===== config.mk =====
export PLATFORM = sky130hd
export DESIGN_NAME = nns_ctrl
export DESIGN_NICKNAME = d
export VERILOG_FILES = /design/src/design/nns_pkg.sv /design/src/design/nns_ctrl.sv
export SDC_FILE = /design/constraint.sdc
export NUM_CORES = 1
export LEC_CHECK = 0
export BUFFER_PORTS_ARGS = -buffer_cell sky130_fd_sc_hd__buf_2
export CAP_MARGIN = 20
export CELL_PAD_IN_SITES_DETAIL_PLACEMENT = 1
export CELL_PAD_IN_SITES_GLOBAL_PLACEMENT = 1
export CORE_AREA = 2 2 39 41
export DETAILED_ROUTE_END_ITERATION = 8
export DIE_AREA = 0 0 41 43
export GPL_TIMING_DRIVEN = 0
export PLACE_DENSITY_LB_ADDON = 0.1
export SYNTH_ARGS = -nofsm -noshare
export SYNTH_HDL_FRONTEND = slang
export SYNTH_SLANG_ARGS = --single-unit

===== constraint.sdc =====
create_clock -name clk_i -period 1.9 [get_ports clk_i]
set_clock_uncertainty 0.1 [all_clocks]
set_input_delay 0.38 -clock clk_i [delete_from_list [all_inputs] [get_ports clk_i]]
set_output_delay 0.38 -clock clk_i [all_outputs]
set_load 0.02 [all_outputs]

===== src/design/nns_pkg.sv =====
package nns_pkg;

  // sizes of the stored source image and of the destination grid
  localparam int unsigned MaxSrcWidth  = 256;
  localparam int unsigned MaxSrcHeight = 256;
  localparam int unsigned MaxDstSide   = 1024;

  // fixed field widths of the ports
  localparam int unsigned ReqW     = 1;
  localparam int unsigned ColW     = 10;
  localparam int unsigned RowW     = 10;
  localparam int unsigned ChanW    = 8;
  localparam int unsigned PixW     = 3 * ChanW;
  localparam int unsigned Pix565W  = 16;
  localparam int unsigned SrcRegW  = 9;
  localparam int unsigned DstRegW  = 11;
  localparam int unsigned FmtW     = 1;
  localparam int unsigned CfgIdxW  = 3;
  localparam int unsigned CfgDataW = 11;

  // register reset values
  localparam int unsigned SrcSizeRst = 256;
  localparam int unsigned DstSizeRst = 0;

  // derived datapath widths
  localparam int unsigned MaxSrc   = (MaxSrcWidth > MaxSrcHeight) ? MaxSrcWidth : MaxSrcHeight;
  localparam int unsigned MaxDiv   = (MaxDstSide > MaxSrc) ? MaxDstSide : MaxSrc;
  localparam int unsigned SwW      = $clog2(MaxSrcWidth + 1);
  localparam int unsigned ShW      = $clog2(MaxSrcHeight + 1);
  localparam int unsigned SrcSizeW = $clog2(MaxSrc + 1);
  localparam int unsigned DivW     = $clog2(MaxDiv + 1);
  localparam int unsigned NumW     = ColW + SrcSizeW;
  // quotient is always below the source size
  localparam int unsigned QuoW     = (MaxSrc > 4) ? $clog2(MaxSrc) : 2;
  localparam int unsigned StepCntW = $clog2(QuoW);
  localparam int unsigned ImgDepth = MaxSrcWidth * MaxSrcHeight;
  localparam int unsigned ImgAw    = (ImgDepth > 1) ? $clog2(ImgDepth) : 1;

  localparam logic [ReqW-1:0] ReqLoad  = 1'b0;
  localparam logic [ReqW-1:0] ReqFetch = 1'b1;

  localparam logic [FmtW-1:0] FmtRgb565 = 1'b0;
  localparam logic [FmtW-1:0] FmtRgb888 = 1'b1;

  localparam logic [ChanW-1:0] RedMask   = 8'hF8;
  localparam logic [ChanW-1:0] GreenMask = 8'hFC;
  localparam int unsigned      BlueShift = 3;

  typedef enum logic [CfgIdxW-1:0] {
    CfgSrcWidth  = 3'd0,
    CfgSrcHeight = 3'd1,
    CfgDstWidth  = 3'd2,
    CfgDstHeight = 3'd3,
    CfgOutFormat = 3'd4
  } cfg_idx_e;

  typedef enum logic [2:0] {
    StIdle,
    StLoad,
    StMul,
    StDiv,
    StRead
  } state_e;

  typedef struct packed {
    logic capture;
    logic write;
    logic mul;
    logic step;
    logic read;
  } cmd_t;

  function automatic logic [Pix565W-1:0] pack565(input logic [PixW-1:0] px);
    logic [ChanW-1:0] r;
    logic [ChanW-1:0] g;
    logic [ChanW-1:0] b;
    logic [31:0]      acc;
    r = px[PixW-1 -: ChanW];
    g = px[2*ChanW-1 -: ChanW];
    b = px[ChanW-1:0];
    acc = (32'(r & RedMask) << 8) | (32'(g & GreenMask) << 3) | (32'(b) >> BlueShift);
    return acc[Pix565W-1:0];
  endfunction

endpackage


===== src/design/nns_ctrl.sv =====
module nns_ctrl (
  input  logic          clk_i,
  input  logic          rst_ni,
  input  logic          start_i,
  input  logic          req_fetch_i,
  output logic          busy_o,
  output nns_pkg::cmd_t cmd_o
);

  localparam logic [nns_pkg::StepCntW-1:0] LastStep = nns_pkg::StepCntW'(nns_pkg::QuoW - 1);

  nns_pkg::state_e                state_q, state_d;
  logic [nns_pkg::StepCntW-1:0]   cnt_q, cnt_d;

  always_ff @(posedge clk_i or negedge rst_ni) begin
    if (!rst_ni) begin
      state_q <= nns_pkg::StIdle;
      cnt_q   <= '0;
    end else begin
      state_q <= state_d;
      cnt_q   <= cnt_d;
    end
  end

  always_comb begin
    state_d = state_q;
    cnt_d   = cnt_q;
    cmd_o   = '0;
    busy_o  = (state_q != nns_pkg::StIdle);
    case (state_q)
      nns_pkg::StIdle: begin
        if (start_i) begin
          cmd_o.capture = 1'b1;
          state_d = req_fetch_i ? nns_pkg::StMul : nns_pkg::StLoad;
        end
      end
      nns_pkg::StLoad: begin
        cmd_o.write = 1'b1;
        state_d = nns_pkg::StIdle;
      end
      nns_pkg::StMul: begin
        cmd_o.mul = 1'b1;
        cnt_d = '0;
        state_d = nns_pkg::StDiv;
      end
      nns_pkg::StDiv: begin
        cmd_o.step = 1'b1;
        if (cnt_q == LastStep) begin
          state_d = nns_pkg::StRead;
        end else begin
          cnt_d = cnt_q + 1'b1;
        end
      end
      nns_pkg::StRead: begin
        cmd_o.read = 1'b1;
        state_d = nns_pkg::StIdle;
      end
      default: begin
        state_d = nns_pkg::StIdle;
      end
    endcase
  end

endmodule


==> metrics.txt <==
crit path kind=reg2out; Comb power frac=44.8%; GR Overflow Total=0; r2r startpoint=cnt_q[0]; Final ANT Viol Nets=0; Die W=slightly above 40 um; diode count=0; setup ws final=a little under 0.2 ns; Initial Utilization=a little under a quarter; DR vias/cell=about 4.6; number of hold violations in the final report=0; Post-DP HPWL=545.4 um; Final Max Slew Viols=0; die area=~1800 um^2; post-CTS setup buffers=0; Tcrit/Tclk final=between 80% and 90%; CTS sink count=6; Cells after Synth=30; Non-Filler Cell Area, Final=~400 um^2; Mapped Nets=36; Die Span Y=around 43 um; peak supply drop=around 0.37 mV; drc violations=0; gpl congestion=between 0.6 and 0.7; clock share of power=between 10% and 20%; fmax=around 0.6 GHz; initial antenna violation count=0; fin crit period=1.704 ns; R2R cell count=5; Port Buffers=9; final wirelength=roughly 700 um; maxcap violations=0; largest net degree at the start of global routing=9; synthesized area=312.8 um^2; Core Area=between 1000 and 1500 um^2; normalized max-slew margin=roughly 84%; CP Data Required Time=between 1 and 1.5 ns; setup violators final=0; sequential power share=36.3%; Synth area leader=dfrtp_1; #FFs+latches synth=6; post-synth top area share=a little under half; row count=14; Clock Path Buffers=2; vias in the first global route=between 300 and 400; initial DRC count=6; Final TNS setup=0 ns; total track usage=between 10% and 20%; # IOs=10; Sw Share=about two fifths; Area Overhead vs Synth=31.20%; dpl cells=55; Worst R2R End=cnt_q[0]; CTS Buf Count=3; type of the most critical hold path=in2reg; internal power=about 380 uW; top cells by area, synth=dfrtp_1, a22o_1, ha_1, nor2_1, a2bb2oi_1; Worst R2R Setup Slack=0.37 ns; register area share after synthesis=a little under half; hold path endpoint=state_q[0]; dpl ws=roughly 0.38 ns; RSZ-0062 raised after global routing=no; PD cells=between 1500 and 2000 nW/um^2; average cell area after synthesis=about 10 um^2; Clk Latency, worst-skew pair=approximately 0.25 ns; placed inst area=377.9 um^2; Hold Startpoint=req_fetch_i; CTS tree=built; total net switching power=about 250 uW; Critical Path Sink Type=primary output; synth warn=0; Worst-Margin Slew=around 0.23 ns; 1st-pass router iterations=4; Root Driver=clkbuf_4; final std cells w/o fill=59; Worst setup SP type=flip-flop; status=finished, final reports clean; via count=270; LEAKAGE=~0.21 nW; Finished Core Util=between 20% and 30%; number of distinct library cells after synthesis=14; Final #Nets=slightly above 50; layout cell share with drive strength beyond 1=30.23%; hold path cells=3; # fillers=165; total power=roughly 630 uW; Max FO, Critical Path=8; clk slew on worst S/H paths=~0.040 ns; DR WL/cell=~12 um; global-route wire length before repair=~1300 um; Arr. time, crit path=1.22 ns; H-tree depth=1; Hold WS=0.3682 ns
## worst max-delay path, cell delays in order, from the launching register on
cell     delay (ns)
dfrtp_1        0.44
or3_1          0.38
buf_2          0.16
## Yosys cell counts (all sizes together)
master   instances
nor2             5
ha               2
inv              1
a2bb2oi          2
a22o             3
nor3             1
and2             1
nand2            2
or3              1
nor2b            1
dfrtp            6
nor3b            3
nand2b           2
## power by group through the flow
stage / clock (mW) / combinational, mW / sequential (mW)
5_1_grt: 0.137 / 0.328 / 0.239
3_3_place_gp: 0 / 0.281 / 0.229
2_1_floorplan: 0 / 0.217 / 0.215
6_report: 0.120 / 0.284 / 0.230
3_5_place_dp: 0 / 0.289 / 0.231
4_1_cts: 0.130 / 0.289 / 0.231
## logic make-up (layout without fill, tap and decap cells)
| group | Yosys count | in the layout | share of synthesized area (%) |
|---|---|---|---|
| compound gates | 5 | 5 | 14.00 |
| simple gates | 16 | 16 | 28.80 |
| buf+inv | 1 | 14 | 1.199 |
| fa+ha+maj | 2 | 2 | 7.999 |
| flops | 6 | 6 | 48.00 |
## how the worst max path moves through the flow
stage	start	to	slack, ns	depth (start not counted)
finish	state_q[2]	busy_o	0.20	2
detailed placement	cnt_q[0]	cnt_q[0]	0.38	5
CTS	state_q[0]	cmd_o[4]	0.16	3
global placement	cnt_q[0]	cnt_q[0]	0.39	5
global route	state_q[1]	cmd_o[1]	0.09	3
floorplan	state_q[0]	cmd_o[4]	0.38	2
## area by class of cell
cell class                 count  area, um^2  share of cell area [%]
clock buffer                   3       22.52                   5.488
sequential                     6       150.1                   36.59
inverter                       1       3.754                  0.9146
tap                           16       20.02                   4.878
timing repair buffer          10       55.05                   13.41
multi-input combinational     23       158.9                   38.72
## placed cells by master, fill, tap and decap left out
cell and instances:
nor2b_1 1, and2_1 1, ha_1 2, nand2b_1 2
nor2_1 5, dlygate4sd3_1 1, clkbuf_4 3, or3_1 1
buf_2 9, nor3_1 1, nand2_1 2, nor3b_2 1
dfrtp_1 6, a22o_1 3, nor3b_1 2, inv_1 1
a2bb2oi_1 2
## flip-flops by register name (all words and copies together), names as in the netlist
signal	flops
state_q	3
cnt_q	3
## routing by layer
layer  track usage, %  share of wire [%]  routed length, um  vias to the layer above
li1                 -                  -                  -                      132
met1            13.11                 44                310                      130
met2            16.25                 49                344                        6
met3            6.806                5.6                 39                        2
met4            8.000               0.86                  6                        0
met5                0                  0                  0                        -
## timing repair
action                    CTS  global route
hold buffers                1             0
resized for setup           0             0
hold endpoints to repair    6             0
Note: power is estimated with default switching activity, not from simulation.
